$ cat src/rtl/assert_macros.svh
// assertion macros used by the rtl top level
// no dependencies
`ifndef ASSERT_MACROS_SVH
`define ASSERT_MACROS_SVH

// same-cycle implication under synchronous active-low reset
`define ASSERT_IMPLY(label, clk, rst_n, ante, cons) \
    label: assert property (@(posedge clk) disable iff (!rst_n) (ante) |-> (cons)) \
        else $error("assertion failed: same-cycle implication");

// next-cycle implication under synchronous active-low reset
`define ASSERT_NEXT(label, clk, rst_n, ante, cons) \
    label: assert property (@(posedge clk) disable iff (!rst_n) (ante) |=> (cons)) \
        else $error("assertion failed: next-cycle implication");

`endif

$ cat src/rtl/sha1_pkg.sv
// sha1 digest package: constants, command and status types
// no dependencies
package sha1_pkg;

    localparam int unsigned NUM_WORDS = 5;
    localparam logic [2:0]  LAST_WORD_IDX = 3'd4;
    localparam logic [6:0]  LAST_ROUND = 7'd79;

    localparam logic [31:0] K0 = 32'h5A827999;
    localparam logic [31:0] K1 = 32'h6ED9EBA1;
    localparam logic [31:0] K2 = 32'h8F1BBCDC;
    localparam logic [31:0] K3 = 32'hCA62C1D6;

    localparam logic [31:0] IV0 = 32'h67452301;
    localparam logic [31:0] IV1 = 32'hEFCDAB89;
    localparam logic [31:0] IV2 = 32'h98BADCFE;
    localparam logic [31:0] IV3 = 32'h10325476;
    localparam logic [31:0] IV4 = 32'hC3D2E1F0;

    localparam logic [7:0] PAD_BYTE = 8'h80;

    // byte source codes for the block buffer
    localparam logic [1:0] SRC_IN   = 2'd0;
    localparam logic [1:0] SRC_PAD  = 2'd1;
    localparam logic [1:0] SRC_ZERO = 2'd2;
    localparam logic [1:0] SRC_LEN  = 2'd3;

    typedef struct packed {
        logic       load;
        logic [1:0] src;
        logic [2:0] len_idx;
        logic       count_bits;
        logic       work_init;
        logic       round_en;
        logic [6:0] round;
        logic       chain_add;
        logic       msg_clear;
    } t_cmd;

    typedef struct packed {
        logic full;
        logic at56;
    } t_stat;

endpackage

$ cat src/rtl/sha1_if.sv
// handshake interfaces for the byte input and digest output channels
// no dependencies
interface sha1_in_if;
    logic       valid;
    logic       ready;
    logic [7:0] data_byte;
    logic       has_byte;
    logic       end_of_message;

    modport source (output valid, output data_byte, output has_byte,
                    output end_of_message, input ready);
    modport sink (input valid, input data_byte, input has_byte,
                  input end_of_message, output ready);
endinterface

interface sha1_out_if;
    logic        valid;
    logic        ready;
    logic [31:0] digest_word;
    logic [2:0]  word_index;
    logic        last_word;

    modport source (output valid, output digest_word, output word_index,
                    output last_word, input ready);
    modport sink (input valid, input digest_word, input word_index,
                  input last_word, output ready);
endinterface

$ cat src/rtl/sha1_dp.sv
// sha1 datapath: block buffer as schedule shift line, round unit, chain words
// depends on sha1_pkg
module sha1_dp (
    input  logic             i_clk,
    input  logic             i_rst_n,
    input  sha1_pkg::t_cmd   i_cmd,
    input  logic [7:0]       i_data_byte,
    input  logic [2:0]       i_word_idx,
    output sha1_pkg::t_stat  o_stat,
    output logic [31:0]      o_digest_word
);
    import sha1_pkg::*;

    logic [511:0] r_buf;
    logic [31:0]  r_a, r_b, r_c, r_d, r_e;
    logic [31:0]  r_h [NUM_WORDS];
    logic [6:0]   r_fill;
    logic [63:0]  r_bits;

    logic [7:0]   s_byte;
    logic [63:0]  s_len_shift;
    logic [31:0]  s_q0, s_q2, s_q8, s_q13, s_x, s_w;
    logic [31:0]  s_f, s_k, s_t;
    logic [31:0]  s_work [NUM_WORDS];

    // length bytes go out most significant first
    assign s_len_shift = r_bits >> {3'd7 - i_cmd.len_idx, 3'b000};

    always_comb begin
        case (i_cmd.src)
            SRC_IN:   s_byte = i_data_byte;
            SRC_PAD:  s_byte = PAD_BYTE;
            SRC_ZERO: s_byte = 8'h00;
            default:  s_byte = s_len_shift[7:0];
        endcase
    end

    // schedule taps: word i of the window sits at r_buf[511-32i -: 32]
    assign s_q0  = r_buf[511:480];
    assign s_q2  = r_buf[447:416];
    assign s_q8  = r_buf[255:224];
    assign s_q13 = r_buf[95:64];
    assign s_x   = s_q13 ^ s_q8 ^ s_q2 ^ s_q0;
    assign s_w   = (i_cmd.round < 7'd16) ? s_q0 : {s_x[30:0], s_x[31]};

    always_comb begin
        if (i_cmd.round < 7'd20) begin
            s_f = (r_b & r_c) | (~r_b & r_d);
            s_k = K0;
        end else if (i_cmd.round < 7'd40) begin
            s_f = r_b ^ r_c ^ r_d;
            s_k = K1;
        end else if (i_cmd.round < 7'd60) begin
            s_f = (r_b & r_c) | (r_b & r_d) | (r_c & r_d);
            s_k = K2;
        end else begin
            s_f = r_b ^ r_c ^ r_d;
            s_k = K3;
        end
    end

    assign s_t = {r_a[26:0], r_a[31:27]} + s_f + r_e + s_k + s_w;

    assign s_work[0] = r_a;
    assign s_work[1] = r_b;
    assign s_work[2] = r_c;
    assign s_work[3] = r_d;
    assign s_work[4] = r_e;

    always_ff @(posedge i_clk) begin
        if (i_cmd.load) begin
            r_buf <= {r_buf[503:0], s_byte};
        end else if (i_cmd.round_en) begin
            r_buf <= {r_buf[479:0], s_w};
        end
    end

    always_ff @(posedge i_clk) begin
        if (i_cmd.work_init) begin
            r_a <= r_h[0];
            r_b <= r_h[1];
            r_c <= r_h[2];
            r_d <= r_h[3];
            r_e <= r_h[4];
        end else if (i_cmd.round_en) begin
            r_a <= s_t;
            r_b <= r_a;
            r_c <= {r_b[1:0], r_b[31:2]};
            r_d <= r_c;
            r_e <= r_d;
        end
    end

    always_ff @(posedge i_clk) begin
        if (!i_rst_n || i_cmd.msg_clear) begin
            r_h[0] <= IV0;
            r_h[1] <= IV1;
            r_h[2] <= IV2;
            r_h[3] <= IV3;
            r_h[4] <= IV4;
            r_fill <= '0;
            r_bits <= '0;
        end else begin
            if (i_cmd.chain_add) begin
                for (int i = 0; i < NUM_WORDS; i++) begin
                    r_h[i] <= r_h[i] + s_work[i];
                end
                r_fill <= '0;
            end else if (i_cmd.load) begin
                r_fill <= r_fill + 7'd1;
            end
            if (i_cmd.count_bits) begin
                r_bits <= r_bits + 64'd8;
            end
        end
    end

    assign o_stat.full = r_fill[6];
    assign o_stat.at56 = (r_fill == 7'd56);

    always_comb begin
        case (i_word_idx)
            3'd0:    o_digest_word = r_h[0];
            3'd1:    o_digest_word = r_h[1];
            3'd2:    o_digest_word = r_h[2];
            3'd3:    o_digest_word = r_h[3];
            default: o_digest_word = r_h[4];
        endcase
    end

endmodule

$ cat src/rtl/sha1_ctrl.sv
// sha1 controller: byte intake, padding sequence, round count, digest output
// depends on sha1_pkg
module sha1_ctrl (
    input  logic             i_clk,
    input  logic             i_rst_n,
    input  logic             i_in_valid,
    input  logic             i_has_byte,
    input  logic             i_end_of_message,
    output logic             o_in_ready,
    output logic             o_out_valid,
    input  logic             i_out_ready,
    input  sha1_pkg::t_stat  i_stat,
    output sha1_pkg::t_cmd   o_cmd,
    output logic [2:0]       o_word_idx
);
    import sha1_pkg::*;

    localparam logic [2:0] S_IDLE  = 3'd0;
    localparam logic [2:0] S_CHECK = 3'd1;
    localparam logic [2:0] S_ROUND = 3'd2;
    localparam logic [2:0] S_ADD   = 3'd3;
    localparam logic [2:0] S_PAD   = 3'd4;
    localparam logic [2:0] S_OUT   = 3'd5;

    // padding phases
    localparam logic [1:0] P_FIRST = 2'd0;
    localparam logic [1:0] P_ZERO  = 2'd1;
    localparam logic [1:0] P_LEN   = 2'd2;

    logic [2:0] r_state, n_state;
    logic [1:0] r_phase, n_phase;
    logic [3:0] r_len, n_len;
    logic [6:0] r_round, n_round;
    logic [2:0] r_word, n_word;
    logic       r_eom, n_eom;

    always_comb begin
        o_cmd   = '0;
        n_state = r_state;
        n_phase = r_phase;
        n_len   = r_len;
        n_round = r_round;
        n_word  = r_word;
        n_eom   = r_eom;
        unique case (r_state)
            S_IDLE: begin
                if (i_in_valid) begin
                    o_cmd.load       = i_has_byte;
                    o_cmd.src        = SRC_IN;
                    o_cmd.count_bits = i_has_byte;
                    n_eom   = i_end_of_message;
                    n_phase = P_FIRST;
                    n_len   = '0;
                    n_state = S_CHECK;
                end
            end
            S_CHECK: begin
                if (i_stat.full) begin
                    o_cmd.work_init = 1'b1;
                    n_round = '0;
                    n_state = S_ROUND;
                end else if (!r_eom) begin
                    n_state = S_IDLE;
                end else if (r_phase == P_LEN && r_len[3]) begin
                    n_word  = '0;
                    n_state = S_OUT;
                end else begin
                    if (r_phase == P_ZERO && i_stat.at56) begin
                        n_phase = P_LEN;
                    end
                    n_state = S_PAD;
                end
            end
            S_PAD: begin
                o_cmd.load = 1'b1;
                case (r_phase)
                    P_FIRST: begin
                        o_cmd.src = SRC_PAD;
                        n_phase   = P_ZERO;
                    end
                    P_ZERO: begin
                        o_cmd.src = SRC_ZERO;
                    end
                    default: begin
                        o_cmd.src     = SRC_LEN;
                        o_cmd.len_idx = r_len[2:0];
                        n_len         = r_len + 4'd1;
                    end
                endcase
                n_state = S_CHECK;
            end
            S_ROUND: begin
                o_cmd.round_en = 1'b1;
                o_cmd.round    = r_round;
                if (r_round == LAST_ROUND) begin
                    n_state = S_ADD;
                end else begin
                    n_round = r_round + 7'd1;
                end
            end
            S_ADD: begin
                o_cmd.chain_add = 1'b1;
                n_state = S_CHECK;
            end
            S_OUT: begin
                if (i_out_ready) begin
                    if (r_word == LAST_WORD_IDX) begin
                        o_cmd.msg_clear = 1'b1;
                        n_state = S_IDLE;
                    end else begin
                        n_word = r_word + 3'd1;
                    end
                end
            end
            default: begin
                n_state = S_IDLE;
            end
        endcase
    end

    always_ff @(posedge i_clk) begin
        if (!i_rst_n) begin
            r_state <= S_IDLE;
            r_phase <= P_FIRST;
            r_len   <= '0;
            r_round <= '0;
            r_word  <= '0;
            r_eom   <= 1'b0;
        end else begin
            r_state <= n_state;
            r_phase <= n_phase;
            r_len   <= n_len;
            r_round <= n_round;
            r_word  <= n_word;
            r_eom   <= n_eom;
        end
    end

    assign o_in_ready  = (r_state == S_IDLE);
    assign o_out_valid = (r_state == S_OUT);
    assign o_word_idx  = r_word;

endmodule

$ cat src/rtl/sha1_message_digest_top.sv
// sha1 digest top level: at most one message byte per item in, five digest words out
// an item passes the idle and check states; filling a 64-byte block adds the
//   compression (80 rounds on the single round unit, one chain add, one check)
// end of message: each pad byte passes the pad and check states, plus one or two block
//   compressions, then five words, one per cycle while the sink is ready
// reset: synchronous active low, chain words to the initial values, counts to zero
`include "assert_macros.svh"

module sha1_message_digest_top (
    input logic          i_clk,
    input logic          i_rst_n,
    sha1_in_if.sink      i_in,
    sha1_out_if.source   o_out
);
    import sha1_pkg::*;

    // command and status between controller and datapath
    t_cmd        s_cmd;
    t_stat       s_stat;
    logic [2:0]  s_word_idx;
    logic [31:0] s_digest_word;
    logic        s_last_taken;

    // controller: accepts an item only when idle, sequences padding and rounds
    sha1_ctrl u_ctrl (
        .i_clk            (i_clk),
        .i_rst_n          (i_rst_n),
        .i_in_valid       (i_in.valid),
        .i_has_byte       (i_in.has_byte),
        .i_end_of_message (i_in.end_of_message),
        .o_in_ready       (i_in.ready),
        .o_out_valid      (o_out.valid),
        .i_out_ready      (o_out.ready),
        .i_stat           (s_stat),
        .o_cmd            (s_cmd),
        .o_word_idx       (s_word_idx)
    );

    // datapath: block buffer doubles as the rolling 16-word schedule window
    sha1_dp u_dp (
        .i_clk         (i_clk),
        .i_rst_n       (i_rst_n),
        .i_cmd         (s_cmd),
        .i_data_byte   (i_in.data_byte),
        .i_word_idx    (s_word_idx),
        .o_stat        (s_stat),
        .o_digest_word (s_digest_word)
    );

    // digest words leave h0 first
    assign o_out.digest_word = s_digest_word;
    assign o_out.word_index  = s_word_idx;
    assign o_out.last_word   = (s_word_idx == LAST_WORD_IDX);

    // last digest word taken by the sink
    assign s_last_taken = o_out.valid && o_out.ready && o_out.last_word;

    // no new item is taken while the digest is being delivered
    `ASSERT_IMPLY(a_no_intake_during_out, i_clk, i_rst_n, o_out.valid, !i_in.ready)
    // an accepted item always leaves the block busy in the next cycle
    `ASSERT_NEXT(a_busy_after_accept, i_clk, i_rst_n, i_in.valid && i_in.ready, !i_in.ready)
    // delivering the last word returns the block to idle
    `ASSERT_NEXT(a_idle_after_last, i_clk, i_rst_n, s_last_taken, i_in.ready && !o_out.valid)
    // a full block is never left waiting while the digest is shown
    `ASSERT_IMPLY(a_no_full_at_out, i_clk, i_rst_n, o_out.valid, !s_stat.full)

endmodule
$ cat src/flat_wrapper.sv
// flat-port wrapper written by rule: the top's interface ports become plain ports
module sha1_message_digest_top_flat import sha1_pkg::*;
  (i_clk, i_rst_n, i_in_valid, i_in_data_byte, i_in_has_byte, i_in_end_of_message, i_in_ready, o_out_valid, o_out_digest_word, o_out_word_index, o_out_last_word, o_out_ready);
  sha1_in_if i_in_i ();
  sha1_out_if o_out_i ();
  input logic i_clk;
  input logic i_rst_n;
  input wire logic [$bits(i_in_i.valid)-1:0] i_in_valid;
  input wire logic [$bits(i_in_i.data_byte)-1:0] i_in_data_byte;
  input wire logic [$bits(i_in_i.has_byte)-1:0] i_in_has_byte;
  input wire logic [$bits(i_in_i.end_of_message)-1:0] i_in_end_of_message;
  output wire logic [$bits(i_in_i.ready)-1:0] i_in_ready;
  output wire logic [$bits(o_out_i.valid)-1:0] o_out_valid;
  output wire logic [$bits(o_out_i.digest_word)-1:0] o_out_digest_word;
  output wire logic [$bits(o_out_i.word_index)-1:0] o_out_word_index;
  output wire logic [$bits(o_out_i.last_word)-1:0] o_out_last_word;
  input wire logic [$bits(o_out_i.ready)-1:0] o_out_ready;
  assign i_in_i.valid = i_in_valid;
  assign i_in_i.data_byte = i_in_data_byte;
  assign i_in_i.has_byte = i_in_has_byte;
  assign i_in_i.end_of_message = i_in_end_of_message;
  assign i_in_ready = i_in_i.ready;
  assign o_out_valid = o_out_i.valid;
  assign o_out_digest_word = o_out_i.digest_word;
  assign o_out_word_index = o_out_i.word_index;
  assign o_out_last_word = o_out_i.last_word;
  assign o_out_i.ready = o_out_ready;
  sha1_message_digest_top u_core (.i_clk(i_clk), .i_rst_n(i_rst_n), .i_in(i_in_i), .o_out(o_out_i));
endmodule
$ cat config.mk
export PLATFORM = sky130hd
export DESIGN_NAME = sha1_message_digest_top_flat
export DESIGN_NICKNAME = d
export VERILOG_FILES = /design/src/rtl/sha1_pkg.sv /design/src/rtl/sha1_if.sv /design/src/rtl/sha1_dp.sv /design/src/rtl/sha1_ctrl.sv /design/src/rtl/sha1_message_digest_top.sv /design/src/flat_wrapper.sv
export VERILOG_INCLUDE_DIRS = /design/src /design/src/rtl
export SDC_FILE = /design/constraint.sdc
export NUM_CORES = 2
export LEC_CHECK = 0
export BUFFER_PORTS_ARGS = -buffer_cell sky130_fd_sc_hd__buf_2
export CORE_MARGIN = 2
export CORE_UTILIZATION = 37
export CTS_CLUSTER_DIAMETER = 150
export DETAILED_ROUTE_END_ITERATION = 10
export PLACE_DENSITY = 0.62
export SYNTH_ARGS = -nofsm -noshare
export SYNTH_HDL_FRONTEND = slang
export SYNTH_HIERARCHICAL = 1
export SYNTH_SLANG_ARGS = --single-unit
$ cat constraint.sdc
create_clock -name i_clk -period 35.1 [get_ports i_clk]
set_input_delay 10.53 -clock i_clk [delete_from_list [all_inputs] [get_ports i_clk]]
set_output_delay 10.53 -clock i_clk [all_outputs]
set_load 0.03 [all_outputs]
==> impl_metrics.env <==
export IMPL_status="completed"
export IMPL_post_cts_buffers=0
export IMPL_cts_buffers_inserted=100
export IMPL_place_congestion=0.921
export IMPL_power_total_w=0.00261
export IMPL_setup_violations=0
export IMPL_ir_drop_mv=0.0411
export IMPL_final_cell_mix="edfxtp_1 (832), mux2_2 (607), nand2_1 (312), nor2_1 (277), inv_1 (267)"
export IMPL_postRouteWirelength_mm=130
export IMPL_cp_common_cell="buf_4"
export IMPL_max_cap_viol_count=0
export IMPL_critPathKind="input port to register"
export IMPL_path_clk_slew_ns=0.06
export IMPL_synth_area_per_cell_sq_um=12.3
export IMPL_core_area_sq_um=143000
export IMPL_synth_cells=4313
export IMPL_antenna_left=0
export IMPL_vias_per_cell=5.38
export IMPL_stdcell_area_sq_um=58800
export IMPL_fillers=13400
export IMPL_start_util_pct=37.1
export IMPL_leakagePower_nw=20.6
export IMPL_max_stage_delay_ns=0.86
export IMPL_drcViolationCount=0
export IMPL_wl_per_cell_um=20.6
export IMPL_clock_path_buffers=3
export IMPL_rsz0062_at_grt="false"
export IMPL_die_area_sq_um=147000
export IMPL_path_cells="buf_2 > and3_1 > nand2b_4 > buf_4 > buf_4 > buf_4 > buf_4 > mux2_2"
export IMPL_fin_nets=4680
export IMPL_place_area_sq_um=55500
export IMPL_mostFrequentLayoutCell="edfxtp_1"
export IMPL_diodes=0
export IMPL_netlist_area_sq_um=53100
export IMPL_vias=34000
export IMPL_crit_path_end_kind="register"
export IMPL_crit_family="buffers and inverters"
export IMPL_worstPathMaxFanout=82
export IMPL_drive_above_1_share_pct=21.1
export IMPL_hold_viol_final=0
export IMPL_hpwlAfterDp_mm=91.7
export IMPL_placementRows=139
export IMPL_clock_skew_ns=0.0245
export IMPL_gr_total_overflow=0
export IMPL_finalCritPeriodShare_pct=42.8
export IMPL_syn_to_final_growth_pct=10.7
export IMPL_port_buffers=51
export IMPL_die_h_um=383
export IMPL_grt_pass1_vias=33800
export IMPL_antenna_found_initial=2
export IMPL_post_route_min_period_ns=15.04
export IMPL_grt_use_total_pct=17.5
export IMPL_synth_warnings=6
export IMPL_tritoncts="done"
export IMPL_dp_cells=6142
export IMPL_cts_htree_levels=3
export IMPL_clkLatencyLatePin_ns=0.69
export IMPL_die_width_um=383
export IMPL_startpoint_type="input port"
export IMPL_slew_violations=0
export IMPL_hold_path_class="register to register"
export IMPL_ctsHoldBuffers=0
export IMPL_grt_pass1_wl_mm=200
export IMPL_io_pins=52
export IMPL_fmax_ghz=0.0665
export IMPL_critPathArrivalTime_ns=15.47
export IMPL_cts_sink_count=920
export IMPL_drt_pass1_iterations=6
export IMPL_synth_fp_nets=4652
export IMPL_slew_headroom_pct=19.3
export IMPL_worst_pin_slew_ns=1.20
export IMPL_path_buf_inv=5
export IMPL_power_per_cell_area_nw_per_um2=44.3
export IMPL_worst_endpoint_required_ns=35.53
export IMPL_grt_max_degree=199
export IMPL_drtIter0Drc=2978
export IMPL_fin_cells=6328
export IMPL_ctsResizeCount=0
export IMPL_fin_setup_tns_ns=0
export IMPL_cp_slowest_cell="buf_4"
export IMPL_cts_root_buffer="clkbuf_16"
==> where the power goes <==
| part | internal [W] | switching [W] |
|---|---|---|
| combinational | 0.000110 | 0.000131 |
| clock | 0.000630 | 0.000452 |
| sequential | 0.00125 | 0.0000280 |
| total | 0.00199 | 0.000611 |
==> per-stage QoR <==
| step | hold slack, ns | setup slack (ns) | utilization (%) |
|---|---|---|---|
| floorplan | 0.432 | 16.30 | - |
| global placement | 0.461 | 19.29 | 38.8 |
| detailed placement | 0.457 | 19.36 | 38.8 |
| CTS | 0.467 | 20.07 | 41.1 |
| global route | 0.488 | 19.67 | 41.1 |
| finish | 0.466 | 20.06 | 41.1 |
==> worst paths after layout <==
check,from,end,slack (ns),depth (start not counted)
max,i_in_valid,u_core/u_dp/r_buf[318]$_DFFE_PP_,20.06,8
min,u_core/u_ctrl/r_eom$_SDFFE_PN0P_,u_core/u_ctrl/r_eom$_SDFFE_PN0P_,0.47,2
max reg2reg,u_core/u_ctrl/r_state[2]$_SDFFE_PN0P_,u_core/u_dp/r_a[30]$_DFFE_PP_,27.03,21
min reg2reg,u_core/u_ctrl/r_eom$_SDFFE_PN0P_,u_core/u_ctrl/r_eom$_SDFFE_PN0P_,0.47,2
==> worst register-to-register path, delay by kind of cell (launching register included) <==
family	cells	cell delay (ns)
buffers and inverters	3	0.93
and+or+nand+nor	4	1.41
xor gates and xnor gates	1	0.30
AOI/OAI and AO/OA	9	2.66
DFF	1	0.62
adders and majority gates	4	1.88
==> sequential cells by signal, indices dropped and copies added, names as in the netlist <==
| register | count |
|---|---|
| u_core/u_ctrl/r_len | 4 |
| u_core/u_ctrl/o_word_idx | 3 |
| u_core/u_dp/r_a | 32 |
| u_core/u_dp/r_b | 32 |
| u_core/u_dp/r_bits | 61 |
| u_core/u_ctrl/r_round | 7 |
| u_core/u_dp/r_c | 32 |
| u_core/u_dp/r_d | 32 |
| u_core/u_ctrl/r_eom | 1 |
| u_core/u_dp/r_buf | 512 |
| u_core/u_dp/r_fill | 7 |
| u_core/u_dp/r_h | 160 |
| u_core/u_ctrl/r_state | 3 |
| u_core/u_ctrl/r_phase | 2 |
| u_core/u_dp/r_e | 32 |
==> layout make-up <==
| type | count | area (sq um) | area share, % |
|---|---|---|---|
| sequential | 920 | 26700 | 45.5 |
| multi-input combinational | 2965 | 24800 | 42.1 |
| clock buffer | 137 | 2780 | 4.73 |
| tap | 1903 | 2380 | 4.05 |
| inverter | 269 | 1020 | 1.73 |
| clock inverter | 49 | 562 | 0.955 |
| timing repair buffer | 85 | 536 | 0.911 |
==> per-layer routing <==
metal	track usage [%]	part of all wire [%]	vias up
li1	-	-	15900
met1	24.0	45	17100
met2	28.9	48	829
met3	2.10	4.5	195
met4	5.10	2.7	0
met5	0	0	-
Note: power is estimated with default switching activity, not from simulation.
